<file path="config.mk">
export PLATFORM = sky130hd
export DESIGN_NAME = poi_mul
export DESIGN_NICKNAME = d
export VERILOG_FILES = /design/src/rtl/poi_pkg.sv /design/src/rtl/poi_mul.sv
export SDC_FILE = /design/constraint.sdc
export NUM_CORES = 2
export LEC_CHECK = 0
export ABC_AREA = 0
export BUFFER_PORTS_ARGS = -buffer_cell sky130_fd_sc_hd__buf_2
export CAP_MARGIN = 20
export CORE_AREA = 2 2 236 238
export DETAILED_ROUTE_END_ITERATION = 16
export DIE_AREA = 0 0 238 240
export GPL_ROUTABILITY_DRIVEN = 1
export MAX_ROUTING_LAYER = met4
export PLACE_DENSITY = 0.79
export SKIP_LAST_GASP = 1
export SLEW_MARGIN = 20
export SYNTH_ARGS = -nofsm -noshare
export SYNTH_HDL_FRONTEND = slang
export SYNTH_SLANG_ARGS = --single-unit
</file>
<file path="constraint.sdc">
create_clock -name clk -period 27.5 [get_ports clk]
set_clock_uncertainty 0.05 [all_clocks]
set_input_delay 5.5 -clock clk [delete_from_list [all_inputs] [get_ports clk]]
set_output_delay 5.5 -clock clk [all_outputs]
set_load 0.005 [all_outputs]
</file>
<file path="src/rtl/poi_pkg.sv">
// shared widths, constants, types and arctangent table for the pose integrator
package poi_pkg;

	localparam int ANGLE_W    = 32;
	localparam int CW         = 34;
	localparam int VEL_W      = 16;
	localparam int DT_W       = 20;
	localparam int POS_W      = 32;
	localparam int Q14_W      = 16;
	localparam int MUL_A_W    = 36;
	localparam int MUL_B_W    = 27;
	localparam int PROD_W     = MUL_A_W + MUL_B_W;
	localparam int PSUM_W     = 50;
	localparam int IN_DATA_W  = 72;
	localparam int OUT_DATA_W = 128;
	localparam int ATAN_IDX_W = 5;

	localparam logic signed [CW-1:0]      CORDIC_GAIN    = 34'sd652032874;
	localparam logic signed [MUL_B_W-1:0] INV_TWO_PI_Q28 = 27'sd42722830;

	typedef logic signed [CW-1:0] cval_t;

	typedef struct packed {
		logic  done;
		cval_t cos_v;
		cval_t sin_v;
	} cordic_res_t;

	function automatic logic [ANGLE_W-1:0] atan_turn(input logic [ATAN_IDX_W-1:0] idx);
		logic [ANGLE_W-1:0] v;
		case (idx)
			5'd0:    v = 32'h20000000;
			5'd1:    v = 32'h12E4051E;
			5'd2:    v = 32'h09FB385B;
			5'd3:    v = 32'h051111D4;
			5'd4:    v = 32'h028B0D43;
			5'd5:    v = 32'h0145D7E1;
			5'd6:    v = 32'h00A2F61E;
			5'd7:    v = 32'h00517C55;
			5'd8:    v = 32'h0028BE53;
			5'd9:    v = 32'h00145F2F;
			5'd10:   v = 32'h000A2F98;
			5'd11:   v = 32'h000517CC;
			5'd12:   v = 32'h00028BE6;
			5'd13:   v = 32'h000145F3;
			5'd14:   v = 32'h0000A2FA;
			5'd15:   v = 32'h0000517D;
			5'd16:   v = 32'h000028BE;
			5'd17:   v = 32'h0000145F;
			5'd18:   v = 32'h00000A30;
			5'd19:   v = 32'h00000518;
			5'd20:   v = 32'h0000028C;
			5'd21:   v = 32'h00000146;
			5'd22:   v = 32'h000000A3;
			5'd23:   v = 32'h00000051;
			default: v = '0;
		endcase
		return v;
	endfunction

endpackage

</file>
<file path="src/rtl/poi_mul.sv">
// shared signed multiplier with registered product
module poi_mul (
	input  logic                                 clk,
	input  logic signed [poi_pkg::MUL_A_W-1:0]   a,
	input  logic signed [poi_pkg::MUL_B_W-1:0]   b,
	output logic signed [poi_pkg::PROD_W-1:0]    prod
);
	import poi_pkg::*;

	logic signed [PROD_W-1:0] prod_q;

	always_ff @(posedge clk) begin
		prod_q <= a * b;
	end

	assign prod = prod_q;

endmodule

</file>
[Yosys cells after proc, flatten, opt, wreduce, memory -nomap -nowiden]
Index checks and enable logic that the tools add are counted.
Cells by class
  $mul: 1
Operator list (number)
  multiplier 36 x 27 -> 63 bit: 1
Word-level totals
  flip-flop bits (word level): 63
  input bits: 64
  output and inout bits: 63
  logic and storage cells: 2

[Logic depth before layout (Yosys ltp)]
  depth after elaboration: 1
  depth in mapped cells: 29
  gate-level depth less buffers: 26

[Worst setup path before layout]
OpenSTA, ideal clock, no wires.
  kind: input-to-reg
  start: input a[35] in the netlist's numbering
  end: register prod_q[59] (netlist: prod[59])
  data required time: 27.357 ns
  setup slack: 15.041 ns
  buffers on the path: 3
  data arrival time: 12.316 ns
  library setup time: 0.093 ns
  cell stages on the path: 25
  cell sequence: clkbuf_1 > clkbuf_1 > nand2_1 > inv_1 > fa_1 > fa_1 > fa_1 > ha_1 > inv_1 > fa_1 > inv_1 > fa_1 > fa_1 > ha_1 > clkbuf_1 > a21o_1 > a21o_1 > a21oi_1 > nor2_1 > a21oi_1 > o31ai_2 > o41ai_1 > o21a_1 > nand3_1 > o311ai_2
On the way
  longest elaborated chain between the ends: 1
Ends and longest elaborated chain
  start, declared: line poi_mul.sv:4  | input logic signed [poi_pkg::MUL_A_W-1:0] a,
  multiplier 36 x 27 -> 63 bit: line poi_mul.sv:13  | prod_q <= a * b;
  end signal, assigned: line poi_mul.sv:13
  end, declared: line poi_mul.sv:10  | logic signed [PROD_W-1:0] prod_q;
No other way between the ends.

[Worst setup path after layout]
  start: input b[3] in the netlist's numbering
  end: register prod_q[59] (netlist: prod[59])
On the way
  longest elaborated chain between the ends: 1
Ends and longest elaborated chain
  start, declared: line poi_mul.sv:5  | input logic signed [poi_pkg::MUL_B_W-1:0] b,
  multiplier 36 x 27 -> 63 bit: line poi_mul.sv:13
No other way between the ends.

==> flow_summary.toml <==
[clock_tree]
ctsRootBufferMaster = "clkbuf_16"
clock-sinks = 63
ctsResizeCount = 0
cts_tree = "yes"
cts_setup_buffers = 0
hold_buffers = 0
ctsLongestPathBuffers = 2
clk_pin_slew_worst_paths_ps = 50
htreeDepth = 3
cts_made_buffers = 9

[timing]
finalCriticalPeriod_ps = 13160
rsz0062_at_grt = "false"
hold_viol_final = 0
slew_headroom_pct = 23.40
fin_crit_sh_pct = 47.84
finalMaxSlewViolations = 0
clock.fmax_mhz = 76.01
tns_ps = 0
setup_violations = 0
worstMarginPinSlew_ps = 1149

[worst_setup_path]
worst-path-max-fanout = 36
path_common_cell = "fa_1"
worstSetupStartpointType = "primary input"
cp.arrival_ps = 13350
worst-setup-path-type = "in -> reg"
endpoint_kind = "register"
cp_data_required_time_ps = 27690
cp_slowest_cell = "fa_1"
slowest_delay_ps = 770

[logic_synthesis]
synthCells = 3819
synth_top_cell_by_area = "fa_1"
synth_top_cells_by_count = "inv_1, fa_1, nand2_1, and2_1, clkbuf_1"
synth_cell_types = 55
ys_seq_elements = 63
synth_area_leaders = "fa_1, inv_1, and2_1"
postSynth.asyncResetShare_pct = 0
yosysWarnings = 0
syn_avg_cell_area_um2 = 9.186
synthFlopType = "dfxtp_1"
synthesis.area_um2 = 35080
synth_most_common_cell = "inv_1"
synth_edf_count = 0
syn_nets = 5045
synth_top_area_share_pct = 56.27
yosysSeqAreaShare_pct = 3.595

[cells_and_area]
largest_register_ffs = 63
syn2layout_area_growth_pct = 3.566
fin_nets = 5003
drive_gt1_share_pct = 4.574
post-route-util_pct = 66.47

[drt]
drt_wl_total_um = 92400
wire_per_inst_um = 20.58
viasPerCell = 5.627
drt-met1-wl_um = 32120
top_layer = "met4"
vias = 25260
detail_route.first_pass.iterations = 6
drc = 0
met3WireLength_um = 7696
ant_nets = 0
drt_iter0_drc = 1758
wl_met2_um = 46360

[die]
fp-row-count = 86
design.die.area_um2 = 57120
dieHeight_um = 240
coreArea_um2 = 54660
start_util_pct = 64.18
ios = 127
dieWidth_um = 238

[place]
gp_congestion = 0.9555
post-dp-hpwl_um = 70950
io_buffers = 126

[global_routing]
first_global_vias = 28050
grt_max_degree = 37
grt_pass1_wl_um = 149400
grt-ovfl-total = 0
antenna_found_initial = 6
grt_use_total_pct = 35.65

[min_path]
min_path_type = "in -> reg"
min_to = "prod[0]$_DFF_P_"
whs_path_depth = 3
hold_start = "a[0]"

[outcome]
outcome = "finished clean"

[job]
drv_cap = 0
-- per-layer routing --
metal  global-route usage [%]  vias to the layer above
met4                    19.22                        0
met1                    41.91                    12910
met5                        -                        -
li1                         -                    10680
met2                    59.84                     1335
met3                    5.258                      343
-- worst max-delay path by stage --
stage / cells past startpoint / startpoint / endpoint / slack (ps)
after CTS: 25 / b[6] / prod[59]$_DFF_P_ / 14450
after global routing: 25 / b[3] / prod[59]$_DFF_P_ / 13920
after detailed placement: 25 / b[6] / prod[59]$_DFF_P_ / 14120
final: 25 / b[3] / prod[59]$_DFF_P_ / 14340
after global placement: 25 / b[6] / prod[59]$_DFF_P_ / 14200
after floorplan: 25 / a[35] / prod[59]$_DFF_P_ / 15040
-- worst max-delay path, delay by kind of cell --
family	cells	cell delay, ps
compound gates	8	2040
buf+inv	6	1150
fa+ha+maj	8	4170
simple gates	3	470
-- cells by family (layout without fill, tap and decap cells) --
kind of cell | count (synthesis) | count (layout) | synth area share (%)
fa+ha+maj | 1162 | 1162 | 62.54
xor+xnor | 66 | 66 | 1.648
compound gates | 193 | 193 | 3.524
flops | 63 | 63 | 3.595
buf+inv | 1225 | 1188 | 13.21
other cells | 0 | 4 | 0
simple gates | 1110 | 1110 | 15.48
-- area by class of cell --
| class | instances | area, um^2 |
|---|---|---|
| Tap cell | 704 | 880.8 |
| Antenna cell | 4 | 10.01 |
| Clock buffer | 9 | 225.2 |
| Clock inverter | 7 | 145.1 |
| Fill cell | 4395 | 18330 |
| Multi-Input combinational cell | 2531 | 29190 |
| Inverter | 1028 | 3859 |
| Sequential cell | 63 | 1261 |
| Timing Repair Buffer | 144 | 765.7 |
-- metrics by stage --
stage               cell area, um^2  std cells  setup slack [ps]  hold slack, ps
finish                        36330       4490             14340            5719
global route                  36330       4490             13920            5721
CTS                           36320       4486             14450            5702
detailed placement            35950       4470             14120            5825
global placement              35950       4470             14200            5825
floorplan                     35080       3819             15040            5577
-- cell usage in the layout (no fill, tap or decap), types with 3 or more instances in the layout --
cell	instances
a21oi_1	66
ha_1	176
a211oi_1	3
a21o_1	34
a31oi_1	3
a21oi_2	3
o211ai_1	5
buf_2	126
nand2_1	540
inv_1	1027
nor2_1	64
o21ai_0	36
diode_2	4
o41ai_1	3
dfxtp_1	63
buf_4	18
or2_2	3
or3_1	3
nand3_1	12
a211o_1	4
and3_1	6
o21a_1	7
clkbuf_16	9
o31ai_1	3
nand2b_1	7
and4_1	4
fa_1	986
o21bai_1	8
nand4_1	9
xnor2_1	44
xor2_1	22
nor2b_1	7
bufinv_16	4
nor3_1	14
and2_1	437
Power is left out: the tool's default activity adds up to more than one toggle a clock period on the data nets, which glitch-free logic cannot reach.
