## config.mk

```make
export PLATFORM = sky130hd
export DESIGN_NAME = poi_cordic
export DESIGN_NICKNAME = d
export VERILOG_FILES = /design/src/rtl/poi_pkg.sv /design/src/rtl/poi_cordic.sv
export SDC_FILE = /design/constraint.sdc
export NUM_CORES = 1
export LEC_CHECK = 0
export BUFFER_PORTS_ARGS = -buffer_cell sky130_fd_sc_hd__buf_2
export CELL_PAD_IN_SITES_DETAIL_PLACEMENT = 1
export CELL_PAD_IN_SITES_GLOBAL_PLACEMENT = 2
export CORE_ASPECT_RATIO = 1.2
export CORE_MARGIN = 2
export CORE_UTILIZATION = 38
export DETAILED_ROUTE_END_ITERATION = 16
export GPL_ROUTABILITY_DRIVEN = 0
export PLACE_DENSITY_LB_ADDON = 0.1
export SETUP_SLACK_MARGIN = 0.15
export SYNTH_ARGS = -nofsm -noshare
export SYNTH_HDL_FRONTEND = slang
export SYNTH_SLANG_ARGS = --single-unit
```

## constraint.sdc

```tcl
create_clock -name clk -period 9.6 [get_ports clk]
set_input_delay 0.48 -clock clk [delete_from_list [all_inputs] [get_ports clk]]
set_output_delay 0.48 -clock clk [all_outputs]
set_load 0.02 [all_outputs]
```

## src/rtl/poi_pkg.sv

```systemverilog
// shared widths, constants, types and arctangent table for the pose integrator
package poi_pkg;

	localparam int ANGLE_W    = 32;
	localparam int CW         = 34;
	localparam int VEL_W      = 16;
	localparam int DT_W       = 20;
	localparam int POS_W      = 32;
	localparam int Q14_W      = 16;
	localparam int MUL_A_W    = 36;
	localparam int MUL_B_W    = 27;
	localparam int PROD_W     = MUL_A_W + MUL_B_W;
	localparam int PSUM_W     = 50;
	localparam int IN_DATA_W  = 72;
	localparam int OUT_DATA_W = 128;
	localparam int ATAN_IDX_W = 5;

	localparam logic signed [CW-1:0]      CORDIC_GAIN    = 34'sd652032874;
	localparam logic signed [MUL_B_W-1:0] INV_TWO_PI_Q28 = 27'sd42722830;

	typedef logic signed [CW-1:0] cval_t;

	typedef struct packed {
		logic  done;
		cval_t cos_v;
		cval_t sin_v;
	} cordic_res_t;

	function automatic logic [ANGLE_W-1:0] atan_turn(input logic [ATAN_IDX_W-1:0] idx);
		logic [ANGLE_W-1:0] v;
		case (idx)
			5'd0:    v = 32'h20000000;
			5'd1:    v = 32'h12E4051E;
			5'd2:    v = 32'h09FB385B;
			5'd3:    v = 32'h051111D4;
			5'd4:    v = 32'h028B0D43;
			5'd5:    v = 32'h0145D7E1;
			5'd6:    v = 32'h00A2F61E;
			5'd7:    v = 32'h00517C55;
			5'd8:    v = 32'h0028BE53;
			5'd9:    v = 32'h00145F2F;
			5'd10:   v = 32'h000A2F98;
			5'd11:   v = 32'h000517CC;
			5'd12:   v = 32'h00028BE6;
			5'd13:   v = 32'h000145F3;
			5'd14:   v = 32'h0000A2FA;
			5'd15:   v = 32'h0000517D;
			5'd16:   v = 32'h000028BE;
			5'd17:   v = 32'h0000145F;
			5'd18:   v = 32'h00000A30;
			5'd19:   v = 32'h00000518;
			5'd20:   v = 32'h0000028C;
			5'd21:   v = 32'h00000146;
			5'd22:   v = 32'h000000A3;
			5'd23:   v = 32'h00000051;
			default: v = '0;
		endcase
		return v;
	endfunction

endpackage

```

## src/rtl/poi_cordic.sv

```systemverilog
// iterative cordic rotator giving cosine and sine of a binary angle
module poi_cordic #(
	parameter int STAGES = 16
) (
	input  logic                           clk,
	input  logic                           arst_n,
	input  logic                           start,
	input  logic [poi_pkg::ANGLE_W-1:0]    angle,
	output poi_pkg::cordic_res_t           res
);
	import poi_pkg::*;

	localparam int              IT_W    = $clog2(STAGES);
	localparam logic [IT_W-1:0] LAST_IT = IT_W'(STAGES - 1);
	localparam cval_t           QUARTER = cval_t'(64'sd1 << 30);
	localparam cval_t           HALF    = cval_t'(64'sd1 << 31);

	typedef enum logic [1:0] {C_IDLE, C_ROT, C_DONE} cstate_t;

	cstate_t          state_q;
	cval_t            x_q, y_q, z_q;
	cval_t            cos_q, sin_q;
	logic             flip_q, done_q;
	logic [IT_W-1:0]  it_q;

	cval_t z_in, z_f, x_sh, y_sh, at, nx, ny, nz;
	logic  flip_d;

	always_comb begin
		z_in   = cval_t'(signed'(angle));
		z_f    = z_in;
		flip_d = 1'b0;
		if (z_in > QUARTER) begin
			z_f    = z_in - HALF;
			flip_d = 1'b1;
		end else if (z_in < -QUARTER) begin
			z_f    = z_in + HALF;
			flip_d = 1'b1;
		end
		x_sh = x_q >>> it_q;
		y_sh = y_q >>> it_q;
		at   = cval_t'({2'b00, atan_turn(ATAN_IDX_W'(it_q))});
		if (!z_q[CW-1]) begin
			nx = x_q - y_sh;
			ny = y_q + x_sh;
			nz = z_q - at;
		end else begin
			nx = x_q + y_sh;
			ny = y_q - x_sh;
			nz = z_q + at;
		end
	end

	always_ff @(posedge clk or negedge arst_n) begin
		if (!arst_n) begin
			state_q <= C_IDLE;
			x_q     <= '0;
			y_q     <= '0;
			z_q     <= '0;
			cos_q   <= '0;
			sin_q   <= '0;
			flip_q  <= 1'b0;
			done_q  <= 1'b0;
			it_q    <= '0;
		end else begin
			done_q <= 1'b0;
			case (state_q)
				C_IDLE: begin
					if (start) begin
						x_q     <= CORDIC_GAIN;
						y_q     <= '0;
						z_q     <= z_f;
						flip_q  <= flip_d;
						it_q    <= '0;
						state_q <= C_ROT;
					end
				end
				C_ROT: begin
					x_q <= nx;
					y_q <= ny;
					z_q <= nz;
					if (it_q == LAST_IT) begin
						state_q <= C_DONE;
					end else begin
						it_q <= it_q + 1'b1;
					end
				end
				C_DONE: begin
					cos_q   <= flip_q ? -x_q : x_q;
					sin_q   <= flip_q ? -y_q : y_q;
					done_q  <= 1'b1;
					state_q <= C_IDLE;
				end
				default: state_q <= C_IDLE;
			endcase
		end
	end

	assign res.done  = done_q;
	assign res.cos_v = cos_q;
	assign res.sin_v = sin_q;

endmodule

```

After elaboration in Yosys (flattened, before gate mapping)
Memory sizes are Yosys's and may differ from the RTL's. Index checks and enable logic that the tools add are counted. Widths: inputs -> output; s select.

Logic and storage cells: 59. Bits of input ports: 35. Output and inout bits: 69. Bits in read-only memories: 480. Flip-flop bits (word level): 178. Memories kept: 1.

Add/sub/neg operators: 11. Order comparisons: 2. Multiplexer cells: 22. Reduce and logical (&&, ||, !) cells: 6. Shifts and indexed selects: 2. Eq/ne operators: 6.

Memory list: (no name shown) (words 16, bits a word 30, read ports 1, clocked after memory_dff 0, wr ports 0, RTL line poi_pkg.sv:31) `case (idx)`.

Operators by type and width (number): $mux 34 (10); $pmux 34 s2 (3); $add 34x34->34 (2); $neg 34->34 (2); $sshr 34x4->34 (2); $sub 34x34->34 (2); $add 32x33->34 const B (1); $add 34x33->34 (1); $sub 32x33->34 const B (1); $sub 34x33->34 (1); $gt 32x32->1 const B (1); $lt 32x31->1 const B (1); $mux 4 (2); $pmux 4 s2 (1); $ne 2x2->1 const B (3); $reduce_and 2->1 (3); $add 4x1->4 const B (1); $eq 4x4->1 const B (1); $mux 2 (2); $pmux 2 s2 (1); $mux 1 (3); $reduce_and 3->1 (1); $eq 2x1->1 const B (1); $eq 2x2->1 const B (1); 2 further kinds (2).

Longest topological paths before layout
Word-level depth: 5. Depth in mapped cells: 32. Gate-level depth less buffers: 26.

Worst setup path before layout
OpenSTA, ideal clock, no wires.

Path kind: flip-flop to flip-flop. From: register it_q[1]. To: register z_q[33]. Required time: 9.470 ns. Arrival: 7.025 ns. Library setup time: 0.130 ns. Stages on the path, launching flop included: 32. Slack: 2.445 ns. Path buffers: 7. Period minus slack after synthesis: 7.155 ns. Path through: dfrtp_1 clkbuf_2 buf_2 inv_2 buf_2 buf_1 clkbuf_1 buf_1 clkbuf_1 ha_1 nor2_1 nor2_1 a32oi_1 nand2_1 nor2_1 nand2_1 or3_1 nor3b_2 nand2_1 nand2_1 xor2_1 ha_1 nand2_1 nor2_1 or4b_2 a41oi_1 o31a_1 o21ai_0 nor4_1 o41ai_1 nor4_1 nor3_1.

Word-level cells in the longest chain between the ends: 4. Elaborated cells between the ends (all ways): 5. Classes of those cells: 2 x add/sub; 2 x mux; 1 x memory.

RTL lines: from (decl) (RTL line poi_cordic.sv:24) `logic [IT_W-1:0] it_q;`; from (signal assigned) (RTL line poi_cordic.sv:85) `it_q <= it_q + 1'b1;`; $mem_v2 16x30 (*); $sub 34x33->34 or $add 34x33->34 (tied branches) (RTL line poi_cordic.sv:46, poi_cordic.sv:50); $mux 34 (*) (RTL line poi_cordic.sv:43) `if (!z_q[CW-1]) begin`; $pmux 34 s2 (*) (RTL line poi_cordic.sv:67) `case (state_q)`; to (signal assigned) (RTL line poi_cordic.sv:72) `z_q <= z_f;`; to (signal assigned) (RTL line poi_cordic.sv:81) `z_q <= nz;`; to (decl) (RTL line poi_cordic.sv:21) `cval_t x_q, y_q, z_q;`.

Every way passes the cells marked *; elsewhere a longest branch is shown, timed or not. A chain may end at the register's enable or synchronous reset.

Final worst setup path
From: register it_q[0]. To: register x_q[33].

Word-level cells in the longest chain between the ends: 4. Elaborated cells between the ends (all ways): 5. Classes of those cells: 2 x add/sub; 1 x shift; 2 x mux.

RTL lines: $sshr 34x4->34 (*) (RTL line poi_cordic.sv:41) `y_sh = y_q >>> it_q;`; $sub 34x34->34 or $add 34x34->34 (tied branches) (RTL line poi_cordic.sv:44, poi_cordic.sv:48); $mux 34 (*) (RTL line poi_cordic.sv:43); $pmux 34 s2 (*) (RTL line poi_cordic.sv:67); to (signal assigned) (RTL line poi_cordic.sv:79) `x_q <= nx;`; to (decl) (RTL line poi_cordic.sv:21).

Marks and branches as above.

==> summary.txt <==
Synthesis
  • Ys flop type: dfrtp_1
  • Largest family of logic cells by synthesized area: compound AO/OA/AOI/OAI gates
  • Syn Inst Count: 2,479
  • Cell taking the most area after synthesis: dfrtp_1
  • Sequential share of the synthesized area: 0.228
  • Post-synth ARST share: 1.00
  • Post-synth top cells: nand2_1, o21ai_0, a21oi_1, dfrtp_1, nor2_1
  • Portion of netlist area occupied by mux cells: 0.105
  • Syn Nets: 2,632
  • Simple-gate share of the synthesized area: 0.168
  • Post-synth EDFFs: 0
  • Synth Area in XOR/XNOR: 0.106
  • Share of the synthesized area in the top cell type: 0.228
  • Mean Syn Cell Area: 7.89 sq um
  • Compound-Gate Fraction of Synth Area: 0.263
  • Seq cells post-synth: 178
  • Area share of fa/ha/maj cells after synthesis: 0.0766
  • Largest cells by area after synthesis: dfrtp_1, ha_1, o21ai_0, nand2_1, a21oi_1
  • Count leader, synth: nand2_1
  • Yosys cell types: 87
  • Syn. warnings: 0
  • Mapped Area: 19,600 sq um

Placement
  • DP Wirelength: 56,200 um
  • Placed cell area: 20,400 sq um
  • Port Buffers: 103
  • Placed Cells: just over 3,000

Clock network
  • CTS Sinks: 178
  • Htree depth: 4
  • PostCTS Resize Cnt: 0
  • Clock Pin Slew Worst Setup and Hold Paths: 80 ps
  • Clock buffer depth: 2
  • CTS Buf Count: 17
  • Clk Latency, worst-skew pair: 510 ps
  • Root Driver: clkbuf_16
  • CTS tree: yes

Route
  • Antenna-violating nets left: 0
  • Pre-Repair DR Iteration Count: 5
  • DR WL/cell: between 20 and 25 um
  • # DRC: 0
  • Initial DRC count: 1,164
  • Via count: 18,800
  • Vias/cell: 6.06
  • Final wirelength: 73,900 um

Run
  • Maxcap violations: 0

Global routing
  • Overflow after GRT: 0
  • Vias in the first global route: 19,500
  • GR Util met2: 0.503
  • Tot GR Track Use: 0.280
  • First-pass GRT wire length: 115,000 um
  • Pin count of the biggest net entering global routing: 87
  • Initial antenna violation count: 2
  • GR Util met3: 0.0294
  • Met1 Track Usage GR: 0.331
  • GR peak layer: met2

Worst setup path
  • Worst EP required: ~10000 ps
  • Critical path peak fanout: 75
  • Startpoint types: flop
  • CP Data Arrival Time: 7540 ps
  • Critical path capture point type: flop
  • Cell count of the worst reg-to-reg path: 25
  • Crit Path Class: reg -> reg

Hold path
  • Hold Path Class: in -> reg
  • Hold path depth: 3

STA
  • Crit share post-route: 0.748
  • Actual slew at the worst max-slew pin: between 1000 and 1500 ps
  • Post-route minimum period: ~7200 ps
  • Fmax: 139 MHz
  • Final setup viols: 0
  • Slew Limit Fails: 0
  • Final Hold Fails: 0
  • RSZ-0062 raised after global routing: no
  • Setup_tns: 0 ps
  • Clk_skew: between 10 and 15 ps
  • Worst slew margin: 0.309

Die
  • Die area: 53,300 sq um
  • CORE AREA: 51,100 sq um
  • IO Pins: 104
  • DIE HEIGHT: 253 um
  • Num rows: between 90 and 100
  • Initial core utilization: 0.383
  • Die W: 211 um

Finish
  • Finished Core Util: 0.410
  • # diodes: 0
  • Post-route insts no fill: between 3,000 and 4,000
  • Fill count: 6,200
  • Area delta synth->final: 7.11%
  • Nets: 2,593
  • Share of layout cells above drive strength 1: 0.118
  • Post-Layout Inst Area: 21,000 sq um

Run status
  • Status: finished clean
==> per-layer routing <==
metal | vias to the layer above | part of all wire | wire, um
met5 | - | 0 | 0
met4 | 0 | 0.046 | 3400
met3 | 123 | 0.029 | 2130
met2 | 407 | 0.50 | 37300
met1 | 9338 | 0.42 | 31100
li1 | 8948 | - | -
==> final cells by class <==
| cell class | instances | area [sq um] | area share |
|---|---|---|---|
| clock buffers | 17 | 425 | 0.0203 |
| clock inverters | 15 | 164 | 0.00782 |
| inverters | 64 | 240 | 0.0115 |
| multi-input cells | 2048 | 14100 | 0.673 |
| flip-flops and latches | 178 | 4470 | 0.213 |
| well taps | 651 | 815 | 0.0389 |
| repair buffers | 131 | 737 | 0.0352 |
==> repair_timing <==
item	in CTS	in global routing
hold buffers	1	0
buffers inserted	0	0
hold endpoints to repair	63	0
==> cell usage in the layout (no fill, tap or decap), types with 10 or more instances in the layout <==
cell type and count:
inv_1 59, mux2_2 40, nor2_1 162, ha_1 115, nand2b_1 17, o211ai_1 11
and2_1 17, xnor2_1 114, a22oi_1 18, o21a_1 21, a211oi_1 34, o21ai_0 249
o22a_1 12, nor3_1 40, buf_4 27, mux4_2 40, and3_1 10, o21bai_1 15
o22ai_1 36, a2111oi_0 11, nand4_1 15, nor4_1 19, clkbuf_16 17, dfrtp_1 172
xor2_1 123, a21oi_1 216, nand3_1 42, nor2b_1 18, or2_2 13, a21o_1 52
buf_2 102, o31ai_1 31, a31oi_1 30, nand2_1 306, or3_1 25, mux2i_1 65
==> per-stage QoR <==
stage / setup slack, ps / hold WS (ps)
final: 2420 / 208
after global routing: 1740 / 204
after global placement: 2690 / 458
after detailed placement: 2500 / 465
after floorplan: 2450 / 184
after CTS: 2500 / 177
==> critical path: stages, from the launching register on <==
cell	delay [ps]
dfrtp_4	1080
buf_4	810
mux4_1	700
a21oi_1	180
nor2_1	50
a21oi_1	200
ha_1	230
o21a_1	150
nand2_1	80
inv_1	120
nand4_1	220
nor3_1	580
a21oi_1	160
xnor2_1	210
ha_1	330
a21o_1	200
a21o_1	160
a21oi_1	160
o21ai_0	130
a21oi_1	180
o31ai_1	140
o31ai_1	330
a21oi_1	130
xnor2_1	160
a21oi_1	150
o22ai_1	100
==> final timing paths <==
check	to	slack, ps	from
min in group asynchronous	sin_q[15]	530	arst_n
worst min register to register	sin_q[6]	480	sin_q[6]
worst max-delay path	x_q[33]	2420	it_q[0]
worst max register to register	x_q[33]	2420	it_q[0]
max in group asynchronous	it_q[0]	7500	arst_n
worst min-delay path	z_q[18]	210	angle[18]
==> state kept, by name, indices dropped and copies added (netlist names) <==
name,flops
y_q,34
state_q,2
sin_q,34
x_q,34
done_q,1
it_q,4
flip_q,1
cos_q,34
z_q,34
==> cell families (layout without fill, tap and decap cells) <==
| family | Yosys count | after routing |
|---|---|---|
| AO/OA/AOI/OAI | 829 | 829 |
| AND/OR/NAND/NOR | 717 | 717 |
| buffers and inverters | 253 | 227 |
| XOR/XNOR | 237 | 237 |
| flip-flops | 178 | 178 |
| multiplexers | 147 | 147 |
| adder cells (fa/ha/maj) | 118 | 118 |
Power is left out: the tool's default activity adds up to more than one toggle a clock period on the data nets, which glitch-free logic cannot reach.
